===== src/hw/rtl/gfbr_pkg.sv =====
`timescale 1ns / 1ps
// ----------------------------------------------------------------------------
// gfbr_pkg: shared types and constants
// Widths, CORDIC angle table, filter coefficients and the front-to-back queue
// entry used by the GMSK bit recovery blocks.
// ----------------------------------------------------------------------------
package gfbr_pkg;

  localparam int unsigned SampleWidthDef = 16;
  localparam int unsigned FilterTapsDef  = 36;
  localparam int unsigned AngleW         = 16;
  localparam int unsigned IncW           = 16;
  localparam logic [IncW-1:0] IncReset   = 16'd13107;
  localparam int unsigned CordicSteps    = 16;
  localparam int unsigned QueueDepth     = 2;

  // Entry handed from the front end to the back end.
  typedef struct packed {
    logic              restart;
    logic [AngleW-1:0] angle;
  } gfbr_item_t;

  typedef enum logic [1:0] {
    FE_IDLE,
    FE_MULT,
    FE_CORDIC,
    FE_PUSH
  } fe_state_t;

  typedef enum logic [1:0] {
    BE_IDLE,
    BE_MAC,
    BE_PLL,
    BE_OUT
  } be_state_t;

  function automatic logic [AngleW-1:0] cordic_atan(input logic [3:0] k);
    logic [AngleW-1:0] v;
    case (k)
      4'd0:    v = 16'd8192;
      4'd1:    v = 16'd4836;
      4'd2:    v = 16'd2555;
      4'd3:    v = 16'd1297;
      4'd4:    v = 16'd651;
      4'd5:    v = 16'd326;
      4'd6:    v = 16'd163;
      4'd7:    v = 16'd81;
      4'd8:    v = 16'd41;
      4'd9:    v = 16'd20;
      4'd10:   v = 16'd10;
      4'd11:   v = 16'd5;
      4'd12:   v = 16'd3;
      4'd13:   v = 16'd1;
      4'd14:   v = 16'd1;
      default: v = 16'd0;
    endcase
    return v;
  endfunction

  // Coefficient for distance m from the centre of the filter.
  function automatic logic [14:0] gauss_coef(input logic [2:0] m);
    logic [14:0] v;
    case (m)
      3'd0:    v = 15'd26713;
      3'd1:    v = 15'd11763;
      3'd2:    v = 15'd2281;
      3'd3:    v = 15'd195;
      3'd4:    v = 15'd7;
      default: v = 15'd0;
    endcase
    return v;
  endfunction

endpackage


===== src/hw/rtl/gfbr_queue.sv =====
`timescale 1ns / 1ps
// ----------------------------------------------------------------------------
// gfbr_queue: small item queue
// Two-entry FIFO between the discriminator and the filter back end.
// ----------------------------------------------------------------------------
module gfbr_queue import gfbr_pkg::*; (
  input  logic       clk,
  input  logic       rst_n,
  input  logic       wr_valid,
  output logic       wr_ready,
  input  gfbr_item_t wr_item,
  output logic       rd_valid,
  input  logic       rd_ready,
  output gfbr_item_t rd_item
);

  gfbr_item_t mem_r [QueueDepth];
  logic wp_r, rp_r;
  logic [1:0] cnt_r;
  logic wr_en, rd_en;

  assign wr_ready = (cnt_r != 2'd2);
  assign rd_valid = (cnt_r != 2'd0);
  assign rd_item  = mem_r[rp_r];
  assign wr_en    = wr_valid && wr_ready;
  assign rd_en    = rd_valid && rd_ready;

  always_ff @(posedge clk) begin
    if (wr_en) mem_r[wp_r] <= wr_item;
    if (!rst_n) begin
      wp_r  <= 1'b0;
      rp_r  <= 1'b0;
      cnt_r <= '0;
    end else begin
      if (wr_en) wp_r <= ~wp_r;
      if (rd_en) rp_r <= ~rp_r;
      cnt_r <= cnt_r + 2'(wr_en) - 2'(rd_en);
    end
  end

endmodule


===== config.mk =====
export PLATFORM = sky130hd
export DESIGN_NAME = gfbr_queue
export DESIGN_NICKNAME = d
export VERILOG_FILES = /design/src/hw/rtl/gfbr_pkg.sv /design/src/hw/rtl/gfbr_queue.sv
export SDC_FILE = /design/constraint.sdc
export NUM_CORES = 1
export LEC_CHECK = 0
export BUFFER_PORTS_ARGS = -buffer_cell sky130_fd_sc_hd__buf_2
export CORE_ASPECT_RATIO = 0.5
export CORE_MARGIN = 8
export CORE_UTILIZATION = 25
export DETAILED_ROUTE_END_ITERATION = 16
export PLACE_DENSITY_LB_ADDON = 0.05
export SYNTH_ARGS = -nofsm -noshare
export SYNTH_HDL_FRONTEND = slang
export SYNTH_SLANG_ARGS = --single-unit

===== constraint.sdc =====
create_clock -name clk -period 1.8 [get_ports clk]
set_clock_uncertainty 0.05 [all_clocks]
set_input_delay 0 -clock clk [delete_from_list [all_inputs] [get_ports clk]]
set_output_delay 0 -clock clk [all_outputs]
set_load 0.02 [all_outputs]

Word level (Yosys, flattened, before mapping)

Memory sizes are Yosys's and may differ from the RTL's. A register that Yosys moved wholly into a read port is not among the register bits.
Index checks and enable logic that the tools add are counted.

$add $sub $neg: 2
Muxes and demuxes: 4
Reduce and logical (&&, ||, !) cells: 3
Bitwise gates (word level): 2
Equal/unequal tests: 1

Operator list:

| cell                 | number |
|---|---|
| $mux W1              | 4 |
| $add A2 B1 Y2        | 1 |
| $logic_and A1 B1 Y1  | 2 |
| $ne A2 B2 Y1 const B | 1 |
| $not A1 Y1           | 2 |
| $reduce_bool A2 Y1   | 1 |
| $sub A2 B1 Y2        | 1 |

Register bits after elaboration: 4
Logic and storage cells: 16
Bits of input ports: 21
Bits in writable memories: 34
Memories kept: 1
Output and inout bits: 19

Memories:

| memory | depth | bits a word | rd ports | clocked after memory_dff | write ports | RTL line         | RTL |
|---|---|---|---|---|---|---|---|
| mem_r  | 2     | 17          | 1        | 1                        | 1           | gfbr_queue.sv:17 | `gfbr_item_t mem_r [QueueDepth];` |

Longest topological paths before layout

Depth in word-level cells: 4
Mapped depth: 8
Depth with buffers taken out: 8

Worst setup path after synthesis

Ideal clock, no wire load.

Path kind: reg-to-reg
From: register cnt_r[0]
To: memory mem_r[0][0] (netlist bit) (enable)
Cell stages (with the launch flop): 4
Path buffers: 0
Slack: -0.133 ns
Library setup time: 0.390 ns
Data arrival time: 1.492 ns
Clock period less this slack: 1.933 ns
Cell sequence: dfxtp_1 nand2b_1 nand2_1 nor2_1

Word-level cells in the longest chain between the ends: 4

RTL lines:

| element                       | RTL line         | RTL |
|---|---|---|
| from (decl)                   | gfbr_queue.sv:19 | `logic [1:0] cnt_r;` |
| from (signal assigned)        | gfbr_queue.sv:37 | `cnt_r <= cnt_r + 2'(wr_en) - 2'(rd_en);` |
| $ne A2 B2 Y1                  | gfbr_queue.sv:22 | `assign wr_ready = (cnt_r != 2'd2);` |
| net wr_ready                  | gfbr_queue.sv:10 | `output logic wr_ready,` |
| $logic_and A1 B1 Y1           | gfbr_queue.sv:25 | `assign wr_en = wr_valid && wr_ready;` |
| $mux W1                       | gfbr_queue.sv:29 | `if (wr_en) mem_r[wp_r] <= wr_item;` |
| $mux W1 (not written as such) | gfbr_queue.sv:29 |  |
| to (decl)                     | gfbr_queue.sv:17 |  |

The timed path passes the listed nets, and every way through them passes these cells.

Worst setup path in the final report

From: register cnt_r[0]
To: register cnt_r[1]

Word-level cells in the longest chain between the ends: 4
Elaborated cells on any way between the ends: 6
Classes of those cells: add/sub: 2; eq/ne: 1; reduce/logical: 3

RTL lines:

| element             | RTL line |
|---|---|
| $ne A2 B2 Y1        | gfbr_queue.sv:22 |
| $logic_and A1 B1 Y1 | gfbr_queue.sv:25 |
| $add A2 B1 Y2       | gfbr_queue.sv:37 |
| $sub A2 B1 Y2 (*)   | gfbr_queue.sv:37 |

Every way passes the cells marked *; elsewhere a longest branch is shown, timed or not.
A chain may end at the register's enable or synchronous reset.

==> out/metrics.yaml <==
floorplan:
  rows: 20
  start_util: 0.255
  die_h_um: 71.1
  die_area_um2: 8970
  die_w_um: 126
  io_pins: 40
  core_area_um2: 5960
logic_synthesis:
  synth_largest_area_cell: "edfxtp_1"
  synth_cell_types: 18
  synth_common_cells: "edfxtp_1 (34), mux2_4 (10), mux2_2 (7)"
  synth_ff_type: "edfxtp_1"
  synth_seq_cells: 39
  synthesis.nets: 100
  synth_area_um2: 1520
  yosysMostFrequentCell: "edfxtp_1"
  synth_enable_flop_cells: 34
  async_reset_ff_frac: 0
  synthCells: 77
  synth_warnings: 0
  synth-seq-area-share: 0.739
  synth_top_area_share: 0.673
  synthTopCellsByArea: "edfxtp_1 (67%), mux2_4 (9.9%), dfxtp_1 (6.6%)"
  syn_avg_cell_area_um2: 19.7
critical_path:
  start_kind: "flop"
  arrival_ns: 1.80
  rr_worst_depth: 8
  path_class: "reg -> reg"
  crit_required_ns: 1.92
  slowest_delay_ns: 0.35
  r2r_setup_slack_ns: 0.12
  cp_max_fo: 4
  reg2reg_from: "cnt_r[0]$_SDFF_PN0_"
  reg2reg_to: "cnt_r[1]$_SDFF_PN0_"
  crit_chain: "nand2b_1 -> nand2_1 -> ha_1 -> inv_1 -> ha_1 -> xnor2_1 -> xnor2_1 -> and2_1"
  setup.worst_path.end_class: "flop"
  cpMaxStageDelayCell: "dfxtp_1"
place:
  portBuffers: 39
  place.gp.congestion: 0.600
  post_dp_cell_area_um2: 1800
  hpwl_um: 1840
  place_ws_ns: 0.114
finish:
  area_growth_pct: 39.5
  antennaDiodeCount: 0
  design_area_um2: 2120
  nets: 165
  drive_above_1_share: 0.479
drt:
  drc_errors: 0
  post_drt_wl_per_cell_um: 12.8
  via_per_inst: 3.84
  drtPass1Iterations: 3
  num_vias: 841
  drt_iter0_drc: 34
  ant_nets: 0
  drt-total-wl_um: 2800
flow_run:
  max-cap-violations: 0
power_and_ir_drop:
  cellLeakagePower_nw: 0.834
  power.clock.fraction: 0.281
  power_w: 0.00285
  p_sw_frac: 0.285
  ir_drop_v: 0.000448
  p_per_area_nw_per_um2: 1350
  power.switching_w: 0.000813
  pwr-share-comb: 0.302
  internal-power_w: 0.00204
  p_seq_frac: 0.417
sta:
  relSlewSlack: 0.795
  fmax_ghz: 0.596
  slew_viol_final: 0
  period_minus_slack_ns: 1.68
  rsz0062_at_grt: "false"
  setup_tns_ns: 0
  worst_slew_pin_slew_ns: 0.307
  hold_viol: 0
  finalCritPeriodShare: 0.931
  hold_ws_ns: 0.0372
  worst_slack_ns: 0.123
  finalSetupViolations: 0
grt:
  antenna_found_initial: 0
  grt_max_degree: 18
  grt_pass1_vias: 898
  grt_overflow_total: 0
  grt_pass1_wl_um: 4470
  gr-usage-all-layers: 0.0664
clock_tree:
  clockBufferDepth: 2
  clockRootBuffer: "clkbuf_16"
  clk_pin_slew_ns: 0.05
  clock_sinks: 39
  post_cts_buffers: 0
  cts_resized: 0
  cts_buffers: 5
  cts_tree: "done"
  ctsHoldBuffers: 18
  clock_latency_ns: 0.27
  h-tree-depth: 2
hold_path:
  whs_path_depth: 3
  worstHoldPathType: "in -> reg"
  hold_start: "wr_valid"
  whs_endpoint: "wp_r$_SDFFE_PN0N_"
status:
  run_status: "finished clean"
-- placed cells by master, fill, tap and decap left out, types with 3 or more instances in the layout --
| master | instances |
|---|---|
| clkbuf_16 | 5 |
| xnor2_1 | 3 |
| dlygate4sd3_1 | 18 |
| buf_2 | 39 |
| buf_4 | 3 |
| dfxtp_1 | 5 |
| edfxtp_1 | 34 |
| mux2_2 | 7 |
| mux2_4 | 10 |
-- worst max-delay path: cells and delay by family, from the launching register on --
family / cells / cell delay [ns]
flip-flops: 1 / 0.35
XOR/XNOR: 2 / 0.25
AND/OR/NAND/NOR: 3 / 0.41
adder cells (fa/ha/maj): 2 / 0.46
buffers and inverters: 1 / 0.04
-- final cells by class --
| cell class | count | area (µm²) |
|---|---|---|
| flip-flops and latches | 39 | 1120 |
| well taps | 77 | 96.3 |
| multi-input cells | 35 | 363 |
| clock inverters | 2 | 8.76 |
| inverters | 1 | 3.75 |
| repair buffers | 60 | 398 |
| fillers | 587 | 3840 |
| clock buffers | 5 | 125 |
-- through the flow --
stage                     utilization  cells
final                           0.355    219
after CTS                       0.355    219
after floorplan                     -     77
after global routing            0.355    219
after global placement          0.303    194
after detailed placement        0.303    194
-- layer usage --
layer,global-route usage,up-vias,routed length (µm)
li1,-,416,-
met3,0.0345,7,172
met2,0.111,20,1340
met5,0,-,0
met4,0.0238,0,41
met1,0.0714,398,1240
-- flip-flops by register name, indices dropped and copies added (netlist names), named ones only --
signal  count
cnt_r       2
mem_r      34
wp_r        1
rp_r        1
-- worst max-delay path by stage --
stage	slack (ns)	end	from	cells after the start
after floorplan	0.02	cnt_r[1]$_SDFF_PN0_	cnt_r[0]$_SDFF_PN0_	8
after global placement	0.14	cnt_r[1]$_SDFF_PN0_	cnt_r[0]$_SDFF_PN0_	8
after detailed placement	0.11	cnt_r[1]$_SDFF_PN0_	cnt_r[0]$_SDFF_PN0_	8
after CTS	0.11	cnt_r[1]$_SDFF_PN0_	cnt_r[0]$_SDFF_PN0_	8
after global routing	0.03	cnt_r[1]$_SDFF_PN0_	cnt_r[0]$_SDFF_PN0_	8
final	0.12	cnt_r[1]$_SDFF_PN0_	cnt_r[0]$_SDFF_PN0_	8
-- power groups by stage --
stage	sequential (W)	clock, W	combinational (W)
2_1_floorplan	0.00120	0	0.000643
6_report	0.00119	0.000803	0.000861
3_5_place_dp	0.00121	0	0.000864
5_1_grt	0.00120	0.000868	0.000951
4_1_cts	0.00119	0.000838	0.000897
3_3_place_gp	0.00121	0	0.000865
-- logic make-up (layout without fill, tap and decap cells) --
logic type | count (synthesis) | count (layout) | synth area share
adders and majority gates | 2 | 2 | 0.0165
and+or+nand+nor | 11 | 11 | 0.0404
buffers and inverters | 3 | 68 | 0.0231
DFF | 39 | 39 | 0.739
AOI/OAI and AO/OA | 1 | 1 | 0.00578
xor gates and xnor gates | 3 | 3 | 0.0173
muxes | 18 | 18 | 0.158
Note: power is estimated with default switching activity, not from simulation.
