===== src/hw/rtl/gfbr_pkg.sv =====
`timescale 1ns / 1ps
// ----------------------------------------------------------------------------
// gfbr_pkg: shared types and constants
// Widths, CORDIC angle table, filter coefficients and the front-to-back queue
// entry used by the GMSK bit recovery blocks.
// ----------------------------------------------------------------------------
package gfbr_pkg;

  localparam int unsigned SampleWidthDef = 16;
  localparam int unsigned FilterTapsDef  = 36;
  localparam int unsigned AngleW         = 16;
  localparam int unsigned IncW           = 16;
  localparam logic [IncW-1:0] IncReset   = 16'd13107;
  localparam int unsigned CordicSteps    = 16;
  localparam int unsigned QueueDepth     = 2;

  // Entry handed from the front end to the back end.
  typedef struct packed {
    logic              restart;
    logic [AngleW-1:0] angle;
  } gfbr_item_t;

  typedef enum logic [1:0] {
    FE_IDLE,
    FE_MULT,
    FE_CORDIC,
    FE_PUSH
  } fe_state_t;

  typedef enum logic [1:0] {
    BE_IDLE,
    BE_MAC,
    BE_PLL,
    BE_OUT
  } be_state_t;

  function automatic logic [AngleW-1:0] cordic_atan(input logic [3:0] k);
    logic [AngleW-1:0] v;
    case (k)
      4'd0:    v = 16'd8192;
      4'd1:    v = 16'd4836;
      4'd2:    v = 16'd2555;
      4'd3:    v = 16'd1297;
      4'd4:    v = 16'd651;
      4'd5:    v = 16'd326;
      4'd6:    v = 16'd163;
      4'd7:    v = 16'd81;
      4'd8:    v = 16'd41;
      4'd9:    v = 16'd20;
      4'd10:   v = 16'd10;
      4'd11:   v = 16'd5;
      4'd12:   v = 16'd3;
      4'd13:   v = 16'd1;
      4'd14:   v = 16'd1;
      default: v = 16'd0;
    endcase
    return v;
  endfunction

  // Coefficient for distance m from the centre of the filter.
  function automatic logic [14:0] gauss_coef(input logic [2:0] m);
    logic [14:0] v;
    case (m)
      3'd0:    v = 15'd26713;
      3'd1:    v = 15'd11763;
      3'd2:    v = 15'd2281;
      3'd3:    v = 15'd195;
      3'd4:    v = 15'd7;
      default: v = 15'd0;
    endcase
    return v;
  endfunction

endpackage


===== src/hw/rtl/gfbr_back.sv =====
`timescale 1ns / 1ps
// ----------------------------------------------------------------------------
// gfbr_back: matched filter, DPLL and NRZI decoder
// Runs the Gaussian filter one tap per cycle, steers the DPLL phase and
// slices bits on phase wrap.
// ----------------------------------------------------------------------------
module gfbr_back import gfbr_pkg::*; #(
  parameter int unsigned FILTER_TAPS = FilterTapsDef
) (
  input  logic            clk,
  input  logic            rst_n,
  input  logic [IncW-1:0] inc,
  input  logic            q_valid,
  output logic            q_ready,
  input  gfbr_item_t      q_item,
  output logic            out_valid,
  input  logic            out_ready,
  output logic            out_bit
);

  localparam int unsigned IW   = $clog2(FILTER_TAPS);
  localparam int unsigned HALF = FILTER_TAPS / 2;
  localparam int unsigned AW   = 32 + $clog2(FILTER_TAPS) + 1;

  be_state_t state_r, state_nxt;
  logic [AngleW-1:0] line_r [FILTER_TAPS];
  logic [FILTER_TAPS-1:0] vld_r;
  logic [IW-1:0] wi_r, ri_r;
  logic [IW:0] k_r;
  logic [AngleW-1:0] rd_r;
  logic rdv_r;
  logic signed [AW-1:0] acc_r;
  logic [16:0] phase_r;
  logic psign_r, pslice_r, bit_r;
  logic signed [AngleW-1:0] tap_w;
  logic [IW:0] kt_w;
  logic [IW:0] m_w;
  logic signed [15:0] coef_w;
  logic signed [31:0] prod_w;
  logic sign_w;
  logic [16:0] ph1_w, ph2_w;

  // The delay line is read through a register, so the word in rd_r belongs
  // to the tap one behind the counter.
  always_comb begin
    kt_w = k_r - (IW+1)'(1);
    if (kt_w >= (IW+1)'(HALF)) m_w = kt_w - (IW+1)'(HALF);
    else m_w = (IW+1)'(HALF - 1) - kt_w;
    coef_w = (m_w < 5) ? signed'({1'b0, gauss_coef(m_w[2:0])}) : 16'sd0;
    tap_w  = rdv_r ? signed'(rd_r) : 16'sd0;
  end

  assign prod_w = tap_w * coef_w;

  assign sign_w = acc_r > 0;
  always_comb begin
    ph1_w = phase_r;
    if (sign_w != psign_r) begin
      if (phase_r < 17'h08000) ph1_w = phase_r + 17'(inc[IncW-1:4]);
      else ph1_w = phase_r - 17'(inc[IncW-1:4]);
    end
    ph2_w = ph1_w + 17'(inc);
  end

  always_comb begin
    state_nxt = state_r;
    q_ready   = 1'b0;
    out_valid = 1'b0;
    case (state_r)
      BE_IDLE: begin
        q_ready = 1'b1;
        if (q_valid && !q_item.restart) state_nxt = BE_MAC;
      end
      BE_MAC: if (k_r == (IW+1)'(FILTER_TAPS)) state_nxt = BE_PLL;
      BE_PLL: state_nxt = ph2_w[16] ? BE_OUT : BE_IDLE;
      BE_OUT: begin
        out_valid = 1'b1;
        if (out_ready) state_nxt = BE_IDLE;
      end
      default: state_nxt = BE_IDLE;
    endcase
  end

  assign out_bit = bit_r;

  always_ff @(posedge clk) begin
    if (state_r == BE_IDLE && q_valid && !q_item.restart) line_r[wi_r] <= q_item.angle;
    rd_r  <= line_r[ri_r];
    rdv_r <= vld_r[ri_r];
  end

  always_ff @(posedge clk) begin
    if (!rst_n) begin
      state_r  <= BE_IDLE;
      vld_r    <= '0;
      wi_r     <= '0;
      phase_r  <= '0;
      psign_r  <= 1'b0;
      pslice_r <= 1'b0;
    end else begin
      state_r <= state_nxt;
      case (state_r)
        BE_IDLE: if (q_valid) begin
          if (q_item.restart) begin
            vld_r    <= '0;
            wi_r     <= '0;
            phase_r  <= '0;
            psign_r  <= 1'b0;
            pslice_r <= 1'b0;
          end else begin
            vld_r[wi_r] <= 1'b1;
            ri_r  <= wi_r;
            wi_r  <= (wi_r == IW'(FILTER_TAPS - 1)) ? '0 : wi_r + 1'b1;
            k_r   <= '0;
            acc_r <= '0;
          end
        end
        BE_MAC: begin
          if (k_r != '0) acc_r <= acc_r + AW'(prod_w);
          k_r   <= k_r + 1'b1;
          ri_r  <= (ri_r == '0) ? IW'(FILTER_TAPS - 1) : ri_r - 1'b1;
        end
        BE_PLL: begin
          psign_r <= sign_w;
          phase_r <= {1'b0, ph2_w[15:0]};
          if (ph2_w[16]) begin
            bit_r    <= (sign_w == pslice_r);
            pslice_r <= sign_w;
          end
        end
        default: ;
      endcase
    end
  end

endmodule


===== config.mk =====
export PLATFORM = sky130hd
export DESIGN_NAME = gfbr_back
export DESIGN_NICKNAME = d
export VERILOG_FILES = /design/src/hw/rtl/gfbr_pkg.sv /design/src/hw/rtl/gfbr_back.sv
export SDC_FILE = /design/constraint.sdc
export NUM_CORES = 2
export LEC_CHECK = 0
export BUFFER_PORTS_ARGS = -buffer_cell sky130_fd_sc_hd__buf_2
export CAP_MARGIN = 20
export CORE_MARGIN = 1.5
export CORE_UTILIZATION = 60
export DETAILED_ROUTE_END_ITERATION = 12
export PLACE_DENSITY = 0.76
export SKIP_LAST_GASP = 1
export SLEW_MARGIN = 20
export SYNTH_ARGS = -nofsm -noshare
export SYNTH_HDL_FRONTEND = slang
export SYNTH_SLANG_ARGS = --single-unit

===== constraint.sdc =====
create_clock -name clk -period 15.72 [get_ports clk]
set_input_delay 1.572 -clock clk [delete_from_list [all_inputs] [get_ports clk]]
set_output_delay 1.572 -clock clk [all_outputs]
set_load 0.05 [all_outputs]

Word-level counts from Yosys, hierarchy flattened --
Memory sizes are Yosys's and may differ from the RTL's. A register that Yosys moved wholly into a read port is not among the register bits. Index checks and enable logic that the tools add are counted.
Cells by class: add/subtract/negate cells 10, multiply operators 1, magnitude comparators 7, equality and inequality tests 19, mux-type cells 41, bitwise operators 1, reduce and logical (&&, ||, !) cells 18
Operator list (count):
- 39-bit two-way mux | 3
- 39-bit one-hot mux with 2 select lines | 1
- 15-bit one-hot mux with 5 select lines | 1
- 17-bit two-way mux | 4
- 39-bit by 32-bit adder with 39-bit output | 1
- 39-bit by 1-bit greater-than comparator with 1-bit output, second input constant | 1
- 36-bit two-way mux | 1
- 36-bit bitwise OR | 1
- 17-bit one-hot mux with 2 select lines | 1
- 16-bit by 16-bit multiplier with 32-bit output | 1
- 6-bit two-way mux | 5
- 7-bit two-way mux | 3
- 17-bit by 12-bit adder with 17-bit output | 1
- 17-bit by 16-bit adder with 17-bit output | 1
- 17-bit by 16-bit < comparator with 1-bit output, second input constant | 1
- 17-bit by 12-bit subtractor with 17-bit output | 1
- 16-bit two-way mux | 1
- 2-bit != test, second input constant | 8
- 15-bit two-way mux | 1
- 6-bit by 7-bit < comparator with 1-bit output, second input constant | 2
- 7-bit one-hot mux with 2 select lines | 1
- 6-bit one-hot mux with 2 select lines | 1
- 1-bit two-way mux | 9
- 3-bit AND reduction | 3
- other kinds (33) | 44
Word-level totals: flip-flop bits (word level) 117, bits in writable memories 576, logic and storage cells 109, memories 1
Memories:
- line_r | depth 36, width 16, read ports 1, clocked after Yosys merged registers in 1, wr ports 1, line gfbr_back.sv:26 | logic [AngleW-1:0] line_r [FILTER_TAPS];

Logic depth before layout (Yosys ltp) --
word-level depth 10, gate-level depth with buffers 38, depth with buffers taken out 34

Worst setup path after synthesis --
OpenSTA, ideal clock, no wires.
path type reg2reg, start point reg k_r[0], end point reg acc_r[36], data pin, setup time 0.272 ns, data arrival time 8.813 ns, required time 15.448 ns, slack 6.635 ns, stages on the path, launching flop included 38, path buffers 4, clock period less this slack 9.085 ns, cells stage by stage edfxtp_1 > clkbuf_1 > inv_1 > ha_1 > clkbuf_1 > inv_1 > ha_1 > nand2_1 > o311ai_1 > nor3_2 > buf_6 > nor2_2 > mux2_4 > o21a_4 > and2_4 > buf_6 > nand3_1 > fa_1 > [... 2 more ...] > inv_1 > fa_1 > inv_1 > fa_1 > fa_1 > inv_1 > fa_1 > inv_1 > ha_1 > a21o_1 > a21o_1 > a21oi_1 > o21ai_0 > a21oi_1 > o2111ai_1 > nand4_1 > mux2_2 > or4_1
On the way: cells in the longest elaborated chain, start to end 10, elaborated cells on any way between the ends 17
Ends and longest elaborated chain:
- start, declared | line gfbr_back.sv:29 | logic [IW:0] k_r;
- start signal, assigned | line gfbr_back.sv:120 | k_r <= k_r + 1'b1;
- 7-bit by 1-bit subtractor with 7-bit output (*) | line gfbr_back.sv:46 | kt_w = k_r - (IW+1)'(1);
- net kt_w[0] | line gfbr_back.sv:36 | logic [IW:0] kt_w;
- 5-bit by 7-bit subtractor with 7-bit output (tied with other cells) | line gfbr_back.sv:48 | else m_w = (IW+1)'(HALF - 1) - kt_w;
- 7-bit two-way mux (*) | line gfbr_back.sv:47 | if (kt_w >= (IW+1)'(HALF)) m_w = kt_w - (IW+1)'(HALF);
- branches (longest 2 deep; another with 7-bit by 3-bit < comparator with 1-bit output)
- 15-bit two-way mux (*) | line gfbr_back.sv:49 | coef_w = (m_w < 5) ? signed'({1'b0, gauss_coef(m_w[2:0])}) : 16'sd0;
- 16-bit by 16-bit multiplier with 32-bit output (*) | line gfbr_back.sv:53 | assign prod_w = tap_w * coef_w;
- 39-bit by 32-bit adder with 39-bit output (*) | line gfbr_back.sv:119 | if (k_r != '0) acc_r <= acc_r + AW'(prod_w);
- 39-bit two-way mux (*) | line gfbr_back.sv:119
- 39-bit one-hot mux with 2 select lines (*) | line gfbr_back.sv:102 | case (state_r)
- end signal, assigned | line gfbr_back.sv:119
- end, declared | line gfbr_back.sv:32 | logic signed [AW-1:0] acc_r;
Mark *: on every way through the listed nets, which the timed path passes. The select of a mux whose other input is x is not followed. A chain may end at the register's enable or synchronous reset.

Worst setup path after layout --
Same ends and word-level chain as after synthesis.

==> impl_metrics.json <==
{
  "max_freq_mhz": 93.7,
  "slew_headroom_pct": 32.6,
  "grt_max_degree": 116,
  "num_vias": 24366,
  "synthCells": 2898,
  "grt_overflow_total": 0,
  "firstDrtPassIters": 5,
  "die_area_um2": 68800,
  "powerDensity_nw_per_um2": 94.8,
  "slew_viol_final": 0,
  "io_pins": 40,
  "dp_cells": 3744,
  "cts.hold.buffers_added": 0,
  "fin_util_pct": 66.8,
  "rsz0062_at_grt": "false",
  "synthTopCellsByCount": "629 x edfxtp_1, 449 x inv_1, 274 x fa_1",
  "syn_area_um2": 40400,
  "critPathArrivalTime_ns": 11.03,
  "grt_pass1_wl_um": 155000,
  "period_minus_slack_ns": 10.67,
  "tritoncts": "yes",
  "track_usage_pct": 29.9,
  "hp-class": "flop to flop",
  "crit_type": "flop to flop",
  "hold_viol_final": 0,
  "finalWorstSetupSlack_ns": 5.05,
  "cts_root_buf": "clkbuf_16",
  "yosysTopAreaCell": "edfxtp_1",
  "fin_cells": 3883,
  "cp_common_cell": "inv_1",
  "crit_fanout": 20,
  "cp.required_ns": 16.08,
  "yosysMostFrequentCell": "edfxtp_1",
  "antenna_found_initial": 6,
  "holdWs_ns": 0.469,
  "die_width_um": 262,
  "setup_viol": 0,
  "ys_async_sr_fraction_pct": 0,
  "h-tree-depth": 3,
  "cts_setup_buffers": 0,
  "synth_area_leaders": "edfxtp_1 47%, fa_1 14%, mux4_2 10%",
  "clk_latency_ns": 0.65,
  "synth_edf_count": 629,
  "gp_congestion": 0.933,
  "drcViolationCount": 0,
  "ys.flop_type": "edfxtp_1",
  "drt-total-wl_um": 100000,
  "start_util_pct": 60.9,
  "max_stage_delay_ns": 0.77,
  "tns_ns": 0,
  "max_cap_viol_count": 0,
  "finalClockSkew_ns": 0.0348,
  "finalCritPeriodShare_pct": 67.9,
  "design_area_um2": 44200,
  "clk_pin_slew_ns": 0.06,
  "core_um2": 66200,
  "peakVddDrop_mv": 0.176,
  "place_ws_ns": 5.19,
  "via_per_inst": 6.28,
  "ys_ff_latch": 708,
  "status": "completed",
  "start_kind": "flop",
  "cts.path.max_buffers": 3,
  "numCtsBuffers": 73,
  "avgSynthCellArea_um2": 13.9,
  "placed_cell_area_um2": 41700,
  "rows": 94,
  "ant_nets": 0,
  "seq_area_frac_synth_pct": 50.7,
  "tightest_slew_ns": 1.00,
  "crit_slowest_cell": "nor3_2",
  "nets": 3431,
  "end_kind": "flop",
  "postSynthNetCount": 3373,
  "die_y_um": 262,
  "io_buffers": 39,
  "power_mw": 4.19,
  "drive_above_1_share_pct": 15.9,
  "ys.warnings.count": 0,
  "p_leak_nw": 16.8,
  "synth_top_area_share_pct": 46.8,
  "hpwlAfterDp_um": 62500,
  "drt-initial-drc-count": 2580,
  "cts-resized-gates": 0,
  "grt_pass1_vias": 25892,
  "area_growth_pct": 9.65,
  "cts.sinks": 708,
  "avgRoutedWirePerCell_um": 25.8,
  "synth_cell_types": 89
}
## final cells by class
cell class	instances	area, um2
timing repair buffer	90	623
antenna	2	5.00
clock buffer	97	2020
multi-input combinational	1633	17800
tap	864	1080
sequential	708	20500
clock inverter	39	519
fill	4382	22000
inverter	450	1690
## state kept, by name (all words and copies together), names as in the netlist, 2 cells and up
register,cells
state_r,2
acc_r,39
k_r,7
rd_r,16
wi_r,6
vld_r,36
phase_r,16
line_r,576
ri_r,6
## where the power goes
group	internal, mW	switching [mW]
combinational	0.108	0.184
sequential	2.06	0.0206
clock	1.05	0.767
total	3.22	0.972
## worst max-delay path, delay by kind of cell (launching register included)
kind	cells	cell delay, ns
AOI/OAI and AO/OA	8	1.62
adders and majority gates	9	4.38
buffers and inverters	7	0.73
DFF	1	0.57
muxes	1	0.33
and+or+nand+nor	8	2.76
## worst paths after layout
kind                                from         to  slack, ns  depth (start not counted)
worst max-delay path              k_r[0]  acc_r[36]       5.05                         33
worst min-delay path            vld_r[4]   vld_r[4]       0.47                          1
worst max register to register    k_r[0]  acc_r[36]       5.05                         33
worst min register to register  vld_r[4]   vld_r[4]       0.47                          1
## layer usage
metal,vias up,track usage [%],part of all wire [%]
met3,280,5.87,8.9
met2,1264,49.7,50
met1,12392,38.6,37
li1,10420,-,-
met4,10,13.6,4.4
met5,-,0,0.078
## cells by family after synthesis
family	synth area share [%]
buffers and inverters	5.41
XOR/XNOR	1.74
AND/OR/NAND/NOR	7.63
flip-flops	50.7
AO/OA/AOI/OAI	4.77
multiplexers	11.1
adder cells (fa/ha/maj)	18.7
## placed cells by master (no fill, tap or decap), types with 14 or more instances in the layout
cell type	instances
edfxtp_1	629
inv_1	449
fa_1	273
mux4_2	187
nor2_1	182
ha_1	164
nand2_1	106
nand3_1	79
dfxtp_1	78
clkbuf_16	74
o21ai_0	73
a21oi_1	58
buf_4	48
o21a_1	46
xnor2_1	44
nor3_1	43
buf_2	39
nor2_2	31
xor2_1	29
nor2b_1	27
nand2b_1	21
mux2i_1	20
a21o_1	19
and2_1	15
clkbuf_1	15
nand4_1	14
Note: power is estimated with default switching activity, not from simulation.
