===== config.mk =====
export PLATFORM = sky130hd
export DESIGN_NAME = gfbr_front
export DESIGN_NICKNAME = d
export VERILOG_FILES = /design/src/hw/rtl/gfbr_pkg.sv /design/src/hw/rtl/gfbr_front.sv
export SDC_FILE = /design/constraint.sdc
export NUM_CORES = 2
export LEC_CHECK = 0
export BUFFER_PORTS_ARGS = -buffer_cell sky130_fd_sc_hd__buf_2
export CAP_MARGIN = 10
export CORE_ASPECT_RATIO = 1.75
export CORE_MARGIN = 1
export CORE_UTILIZATION = 35
export DETAILED_ROUTE_END_ITERATION = 16
export PLACE_DENSITY_LB_ADDON = 0.15
export REMOVE_ABC_BUFFERS = 1
export SLEW_MARGIN = 5
export SYNTH_ARGS = -nofsm -noshare
export SYNTH_HDL_FRONTEND = slang
export SYNTH_SLANG_ARGS = --single-unit

===== constraint.sdc =====
create_clock -name clk -period 9.65 [get_ports clk]
set_input_delay 1.4475 -clock clk [delete_from_list [all_inputs] [get_ports clk]]
set_output_delay 1.4475 -clock clk [all_outputs]
set_load 0.03 [all_outputs]

===== src/hw/rtl/gfbr_pkg.sv =====
`timescale 1ns / 1ps
// ----------------------------------------------------------------------------
// gfbr_pkg: shared types and constants
// Widths, CORDIC angle table, filter coefficients and the front-to-back queue
// entry used by the GMSK bit recovery blocks.
// ----------------------------------------------------------------------------
package gfbr_pkg;

  localparam int unsigned SampleWidthDef = 16;
  localparam int unsigned FilterTapsDef  = 36;
  localparam int unsigned AngleW         = 16;
  localparam int unsigned IncW           = 16;
  localparam logic [IncW-1:0] IncReset   = 16'd13107;
  localparam int unsigned CordicSteps    = 16;
  localparam int unsigned QueueDepth     = 2;

  // Entry handed from the front end to the back end.
  typedef struct packed {
    logic              restart;
    logic [AngleW-1:0] angle;
  } gfbr_item_t;

  typedef enum logic [1:0] {
    FE_IDLE,
    FE_MULT,
    FE_CORDIC,
    FE_PUSH
  } fe_state_t;

  typedef enum logic [1:0] {
    BE_IDLE,
    BE_MAC,
    BE_PLL,
    BE_OUT
  } be_state_t;

  function automatic logic [AngleW-1:0] cordic_atan(input logic [3:0] k);
    logic [AngleW-1:0] v;
    case (k)
      4'd0:    v = 16'd8192;
      4'd1:    v = 16'd4836;
      4'd2:    v = 16'd2555;
      4'd3:    v = 16'd1297;
      4'd4:    v = 16'd651;
      4'd5:    v = 16'd326;
      4'd6:    v = 16'd163;
      4'd7:    v = 16'd81;
      4'd8:    v = 16'd41;
      4'd9:    v = 16'd20;
      4'd10:   v = 16'd10;
      4'd11:   v = 16'd5;
      4'd12:   v = 16'd3;
      4'd13:   v = 16'd1;
      4'd14:   v = 16'd1;
      default: v = 16'd0;
    endcase
    return v;
  endfunction

  // Coefficient for distance m from the centre of the filter.
  function automatic logic [14:0] gauss_coef(input logic [2:0] m);
    logic [14:0] v;
    case (m)
      3'd0:    v = 15'd26713;
      3'd1:    v = 15'd11763;
      3'd2:    v = 15'd2281;
      3'd3:    v = 15'd195;
      3'd4:    v = 15'd7;
      default: v = 15'd0;
    endcase
    return v;
  endfunction

endpackage


===== src/hw/rtl/gfbr_front.sv =====
`timescale 1ns / 1ps
// ----------------------------------------------------------------------------
// gfbr_front: FM discriminator
// Takes samples, forms sample times conjugate of the previous one and runs a
// sixteen-step CORDIC to find the binary angle.
// ----------------------------------------------------------------------------
module gfbr_front import gfbr_pkg::*; #(
  parameter int unsigned SAMPLE_WIDTH = SampleWidthDef
) (
  input  logic                           clk,
  input  logic                           rst_n,
  input  logic                           in_valid,
  output logic                           in_ready,
  input  logic signed [SAMPLE_WIDTH-1:0] in_i,
  input  logic signed [SAMPLE_WIDTH-1:0] in_q,
  input  logic                           in_restart,
  output logic                           q_valid,
  input  logic                           q_ready,
  output gfbr_item_t                     q_item
);

  localparam int unsigned PW = 2 * SAMPLE_WIDTH + 1;
  localparam int unsigned XW = PW + 2;

  fe_state_t state_r, state_nxt;
  logic signed [SAMPLE_WIDTH-1:0] prev_i_r, prev_q_r, cur_i_r, cur_q_r;
  logic signed [PW-1:0] pii_r, pqq_r, pqi_r, pip_r;
  logic signed [XW-1:0] x_r, y_r;
  logic [AngleW-1:0] ang_r;
  logic [3:0] k_r;
  logic mstep_r, zero_r, restart_r;
  logic signed [XW-1:0] re_w, im_w, dx_w, dy_w;

  assign re_w = XW'(pii_r) + XW'(pqq_r);
  assign im_w = XW'(pqi_r) - XW'(pip_r);
  assign dx_w = y_r >>> k_r;
  assign dy_w = x_r >>> k_r;

  always_comb begin
    state_nxt = state_r;
    in_ready  = 1'b0;
    q_valid   = 1'b0;
    case (state_r)
      FE_IDLE: begin
        in_ready = 1'b1;
        if (in_valid) state_nxt = in_restart ? FE_PUSH : FE_MULT;
      end
      FE_MULT:   if (mstep_r) state_nxt = FE_CORDIC;
      FE_CORDIC: if (k_r == 4'd15) state_nxt = FE_PUSH;
      FE_PUSH: begin
        q_valid = 1'b1;
        if (q_ready) state_nxt = FE_IDLE;
      end
      default: state_nxt = FE_IDLE;
    endcase
  end

  assign q_item.restart = restart_r;
  assign q_item.angle   = zero_r ? '0 : ang_r;

  always_ff @(posedge clk) begin
    if (!rst_n) begin
      state_r  <= FE_IDLE;
      prev_i_r <= '0;
      prev_q_r <= '0;
      mstep_r  <= 1'b0;
      k_r      <= '0;
    end else begin
      state_r <= state_nxt;
      case (state_r)
        FE_IDLE: if (in_valid) begin
          restart_r <= in_restart;
          mstep_r   <= 1'b0;
          if (in_restart) begin
            prev_i_r <= '0;
            prev_q_r <= '0;
          end else begin
            cur_i_r  <= in_i;
            cur_q_r  <= in_q;
          end
        end
        FE_MULT: begin
          if (!mstep_r) begin
            pii_r    <= PW'(cur_i_r * prev_i_r);
            pqq_r    <= PW'(cur_q_r * prev_q_r);
            pqi_r    <= PW'(cur_q_r * prev_i_r);
            pip_r    <= PW'(cur_i_r * prev_q_r);
            prev_i_r <= cur_i_r;
            prev_q_r <= cur_q_r;
            mstep_r  <= 1'b1;
          end else begin
            k_r    <= '0;
            zero_r <= (re_w == '0) && (im_w == '0);
            if (re_w < 0) begin
              x_r   <= -re_w;
              y_r   <= -im_w;
              ang_r <= 16'h8000;
            end else begin
              x_r   <= re_w;
              y_r   <= im_w;
              ang_r <= '0;
            end
          end
        end
        FE_CORDIC: begin
          k_r <= k_r + 4'd1;
          if (y_r > 0) begin
            x_r   <= x_r + dx_w;
            y_r   <= y_r - dy_w;
            ang_r <= ang_r + cordic_atan(k_r);
          end else begin
            x_r   <= x_r - dx_w;
            y_r   <= y_r + dy_w;
            ang_r <= ang_r - cordic_atan(k_r);
          end
        end
        default: ;
      endcase
    end
  end

endmodule


==> Yosys cells after proc, flatten, opt, wreduce, memory -nomap -nowiden <==
Memories as Yosys holds them, arrays and structs flattened. A register that Yosys moved wholly into a read port is not among the register bits.
Index checks and enable logic that the tools add are counted.
{ "op_classes": {"add_sub_neg": 11, "n_mul": 4, "magnitude_cmp": 2, "n_eq_ne": 10, "n_shift": 2, "mux": 41, "bitwise": 2, "n_reduce_logical": 15} }
{ "op_table": {"columns": ["cell", "count"], "rows": [
  ["2-to-1 mux 16 bit", 14],
  ["2-to-1 mux 35 bit", 6],
  ["one-hot mux 35 bit (2 select lines)", 2],
  ["multiplier 16 x 16 -> 32 bit", 4],
  ["one-hot mux 16 bit (2 select lines)", 3],
  ["adder 35 bit", 2],
  ["zero test 35 bit", 2],
  ["negator 33 -> 35 bit", 2],
  [">>> shifter 35 x 4 -> 35 bit", 2],
  ["subtractor 35 bit", 2],
  ["greater-than comparator 35 x 1 -> 1 bit, second input constant", 1],
  ["adder 32 x 32 -> 33 bit", 1],
  ["< comparator 33 x 1 -> 1 bit, second input constant", 1],
  ["subtractor 32 x 32 -> 33 bit", 1],
  ["2-to-1 mux 4 bit", 5],
  ["adder 16 bit", 1],
  ["subtractor 16 bit", 1],
  ["!= test 2 bit, second input constant", 6],
  ["AND reduction 3 bit", 4],
  ["AND reduction 4 bit", 3],
  ["2-to-1 mux 2 bit", 5],
  ["one-hot mux 2 bit (4 select lines)", 1],
  ["one-hot mux 4 bit (2 select lines)", 1],
  ["adder 4 x 1 -> 4 bit, second input constant", 1],
  ["other kinds (10)", 16]
]} }
{ "totals": {"register_bits": 287, "mem_bits_ro": 448, "output_inout_bits": 19, "n_memories": 2} }
{ "memory_table": {"columns": ["name", "depth", "word_bits", "rd", "rd_ports_with_merged_regs", "write_ports", "line", "text"], "rows": [
  ["(name not given)", 16, 14, 1, 1, 0, "gfbr_pkg.sv:39", "case (k)"],
  ["(name not given)", 16, 14, 1, 1, 0, "gfbr_pkg.sv:39", null]
]} }

==> Longest topological paths before layout <==
{ "logic_depth": {"ltp_word": 7, "depth_mapped": 27} }

==> Least setup slack after synthesis <==
Ideal clock, no wire load.
{ "synth_timing": {"kind": "input -> register", "from": "input rst_n", "to": "register pii_r[0], enable pin", "setup_time_ns": 0.617, "arrival_ns": 7.043, "required_ns": 9.033, "setup_slack_ns": 1.990, "stages": 3, "path_buffers": 1, "cell_sequence": "inv_1 clkbuf_1 nor2_1"} }
{ "synth_between": {"elab_chain_len": 1} }
{ "synth_lines": {"columns": ["item", "line", "text"], "rows": [
  ["from (decl)", "gfbr_front.sv:11", "input logic rst_n,"],
  ["AND reduction 3 bit (no line)", null, null],
  ["to (signal assigned)", "gfbr_front.sv:84", "pii_r <= PW'(cur_i_r * prev_i_r);"],
  ["to (decl)", "gfbr_front.sv:27", "logic signed [PW-1:0] pii_r, pqq_r, pqi_r, pip_r;"]
]} }
No other way between the ends.
A chain may end at the register's enable or synchronous reset.

==> Worst setup path in the final report <==
{ "layout_timing": {"from": "register prev_i_r[3]", "to": "register pqi_r[31], data pin"} }
{ "layout_between": {"elab_chain_len": 1} }
{ "layout_lines": {"columns": ["item", "line", "text"], "rows": [
  ["from (decl)", "gfbr_front.sv:26", "logic signed [SAMPLE_WIDTH-1:0] prev_i_r, prev_q_r, cur_i_r, cur_q_r;"],
  ["from (signal assigned)", "gfbr_front.sv:88", "prev_i_r <= cur_i_r;"],
  ["multiplier 16 x 16 -> 32 bit", "gfbr_front.sv:86", "pqi_r <= PW'(cur_q_r * prev_i_r);"],
  ["to (signal assigned)", "gfbr_front.sv:86", null],
  ["to (decl)", "gfbr_front.sv:27", null]
]} }
No other way between the ends.

==> results.cfg <==
[pwr]
power.total_mw = 16.3
p_leak_nw = 32.8
pwr_density_cell_nw_per_um2 = 239
vdd_ir_drop_max_mv = 0.161

[route]
wl_um = 217000
wire_per_inst_um = 23.4
dr_total_vias = 48525
ant_nets = 0
drc_errors = 0
drt-pass1-iter-count = 6
drt-initial-drc-count = 2380
routed_via_density = 5.23

[worst_setup_path]
worstPathArrival_ns = 8.59
endpoint_kind = flip-flop
required_ns = 10.05
path_max_fanout = 18
start_kind = flip-flop
critPathKind = reg -> reg

[timing]
setup_tns_ns = 0
fmax_mhz = 122
worst_slack_ns = 1.45
finalHoldViolCount = 0
hold_slack_ns = 0.455
period_minus_slack_ns = 8.20
finClkSkew_ns = 0.0641
worst_pin_slew_ns = 1.15
setup_viol_count_final = 0
rsz0062_at_grt = no
max_slew_margin_pct = 22.6
slew_violations = 0
post-route-period-util_pct = 84.9

[status]
status = finished, final reports clean

[layout]
utilization_pct = 37.9
nets = 8418
final_cells = 9278
final_area_sq_um = 68300
drive_gt1_share_pct = 6.20
synthToLayoutAreaGrowth_pct = 7.11

[global_route]
grt_usage_pct = 23.9
grt_overflow = 0
grt_max_degree = 116
grt_pass1_wl_um = 328000
grt_pass1_vias = 53701
antenna_found_initial = 14

[clock_network]
ctsResizeCount = 0
clk_latency_ns = 0.69
hold_buffers = 0
cts_tree = built
root_buffer = clkbuf_16
h-tree-depth = 2
cts.clk_slew.worst_paths_ns = 0.07
clock-sinks = 301
postCtsSetupBuffers = 0
cts_buffers = 40
clockBufferDepth = 3

[placed_design]
post-dp-hpwl_um = 177000
routabilityCongestion = 0.920
port-buffer-count = 55
dpl_worst_slack_ns = 1.41
dp_cells = 9186
place_area_sq_um = 67000

[logic_synthesis]
async_flop_share_pct = 0
ys.flop_type = edfxtp_1
synth_edf_count = 248
syn_area_per_cell_sq_um = 9.22
syn_area_sq_um = 63800
synth_cells = 6914
seq_area_frac_synth_pct = 13.3
yosysUniqueCellTypes = 92
ys_seq_elements = 301
yosysWarnings = 0

[die]
core-area_sq_um = 180000
pin_count = 56
num_rows = 206
fp.dieArea_sq_um = 184000
die_x_um = 325
start_util_pct = 35.3
die_y_um = 567

[flow_run]
max-cap-violations = 0

[min_path]
min_path_type = reg -> reg
critical path, stage by stage, from the launching register on:
cell      delay (ns)
dfxtp_1         1.06
buf_4           0.38
nand2_1         0.10
fa_1            0.49
fa_1            0.58
fa_1            0.45
fa_1            0.55
inv_1           0.05
fa_1            0.51
fa_1            0.42
ha_1            0.36
a21o_1          0.21
a21o_1          0.18
a21oi_1         0.22
o21ai_0         0.38
a21oi_1         0.52
o21ai_0         0.26
a41oi_1         0.33
a211oi_1        0.15
a41o_1          0.29
o41a_1          0.33
xnor2_1         0.14
routing by layer:
layer | global-route usage, % | vias up | wire length (um)
li1 | - | 22047 | -
met1 | 22.8 | 24846 | 72100
met2 | 47.2 | 1127 | 121000
met3 | 2.13 | 503 | 6370
met4 | 16.6 | 2 | 18000
met5 | 0 | - | 12
flip-flops by register name, summed over array words and instances (netlist names), 32 cells and up, named ones only:
name   cells
pii_r     32
pip_r     32
pqi_r     32
pqq_r     32
x_r       35
y_r       35
cell usage after synthesis (15+ instances only):
cell,instances,area (sq um)
and2_1,522,3270
nand3_1,100,500
dfxtp_1,53,1060
mux4_2,76,1710
nor2b_1,41,257
xnor2_1,261,2290
a31oi_1,38,238
clkbuf_1,275,1030
nand2b_1,66,413
a31o_2,15,131
o31ai_1,25,188
mux2_2,30,338
mux2i_1,59,591
o21a_1,35,263
and3_1,48,300
nor4_1,32,200
edfxtp_1,248,7450
o21ai_0,200,1000
nor3_1,79,395
nand2_1,697,2620
or2_2,15,93.8
fa_1,1053,21100
o211ai_1,21,158
ha_1,492,6160
inv_1,1249,4690
or3_1,29,181
a21o_1,107,803
xor2_1,117,1020
a211oi_1,38,285
nand4_1,24,150
o21bai_1,29,218
nor2_1,282,1060
a21oi_1,327,1640
placed cells by master (no fill, tap or decap), types with 30 or more instances in the layout:
| cell type | n |
|---|---|
| inv_1 | 1246 |
| fa_1 | 1053 |
| nand2_1 | 697 |
| and2_1 | 522 |
| ha_1 | 490 |
| a21oi_1 | 326 |
| nor2_1 | 279 |
| xnor2_1 | 261 |
| edfxtp_1 | 248 |
| o21ai_0 | 200 |
| buf_4 | 125 |
| xor2_1 | 117 |
| a21o_1 | 106 |
| nand3_1 | 100 |
| nor3_1 | 78 |
| mux4_2 | 76 |
| nand2b_1 | 66 |
| mux2i_1 | 59 |
| buf_2 | 57 |
| and3_1 | 48 |
| dfxtp_1 | 42 |
| nor2b_1 | 41 |
| clkbuf_16 | 40 |
| a211oi_1 | 38 |
| a31oi_1 | 37 |
| o21a_1 | 35 |
| nor4_1 | 32 |
| mux2_2 | 30 |
power breakdown:
| group | internal (mW) | leakage [nW] | total [mW] | switching (mW) |
|---|---|---|---|---|
| logic | 4.77 | 29.4 | 12.2 | 7.43 |
| clock network | 0.854 | 0.606 | 1.60 | 0.745 |
| registers | 2.05 | 2.74 | 2.56 | 0.505 |
| total | 7.67 | 32.8 | 16.3 | 8.68 |
cell families (layout without fill, tap and decap cells):
kind of cell | after synthesis | in the layout | synth area share [%]
AOI/OAI and AO/OA | 973 | 973 | 9.62
xor gates and xnor gates | 378 | 378 | 5.19
and+or+nand+nor | 1988 | 1988 | 15.5
adders and majority gates | 1545 | 1545 | 42.7
DFF | 301 | 301 | 13.3
other | 0 | 19 | 0
buffers and inverters | 1559 | 1512 | 9.27
muxes | 170 | 170 | 4.35
worst paths after layout:
kind / startpoint / to / slack (ns) / cells after the start
max reg2reg: prev_i_r[3]$_SDFFE_PN0P_ / pqi_r[31]$_DFFE_PP_ / 1.45 / 21
max: prev_i_r[3]$_SDFFE_PN0P_ / pqi_r[31]$_DFFE_PP_ / 1.45 / 21
min reg2reg: prev_q_r[5]$_SDFFE_PN0P_ / prev_q_r[5]$_SDFFE_PN0P_ / 0.46 / 2
min: prev_q_r[5]$_SDFFE_PN0P_ / prev_q_r[5]$_SDFFE_PN0P_ / 0.46 / 2
cell type report:
| cell class | instances | area [sq um] |
|---|---|---|
| clock buffer | 44 | 1020 |
| fill | 18582 | 112000 |
| tap | 2392 | 2990 |
| antenna | 19 | 47.5 |
| inverter | 1253 | 4700 |
| sequential | 301 | 8530 |
| timing repair buffer | 186 | 1300 |
| multi-input combinational | 5054 | 49400 |
| clock inverter | 29 | 292 |
Power figures use the tool's default switching activity.
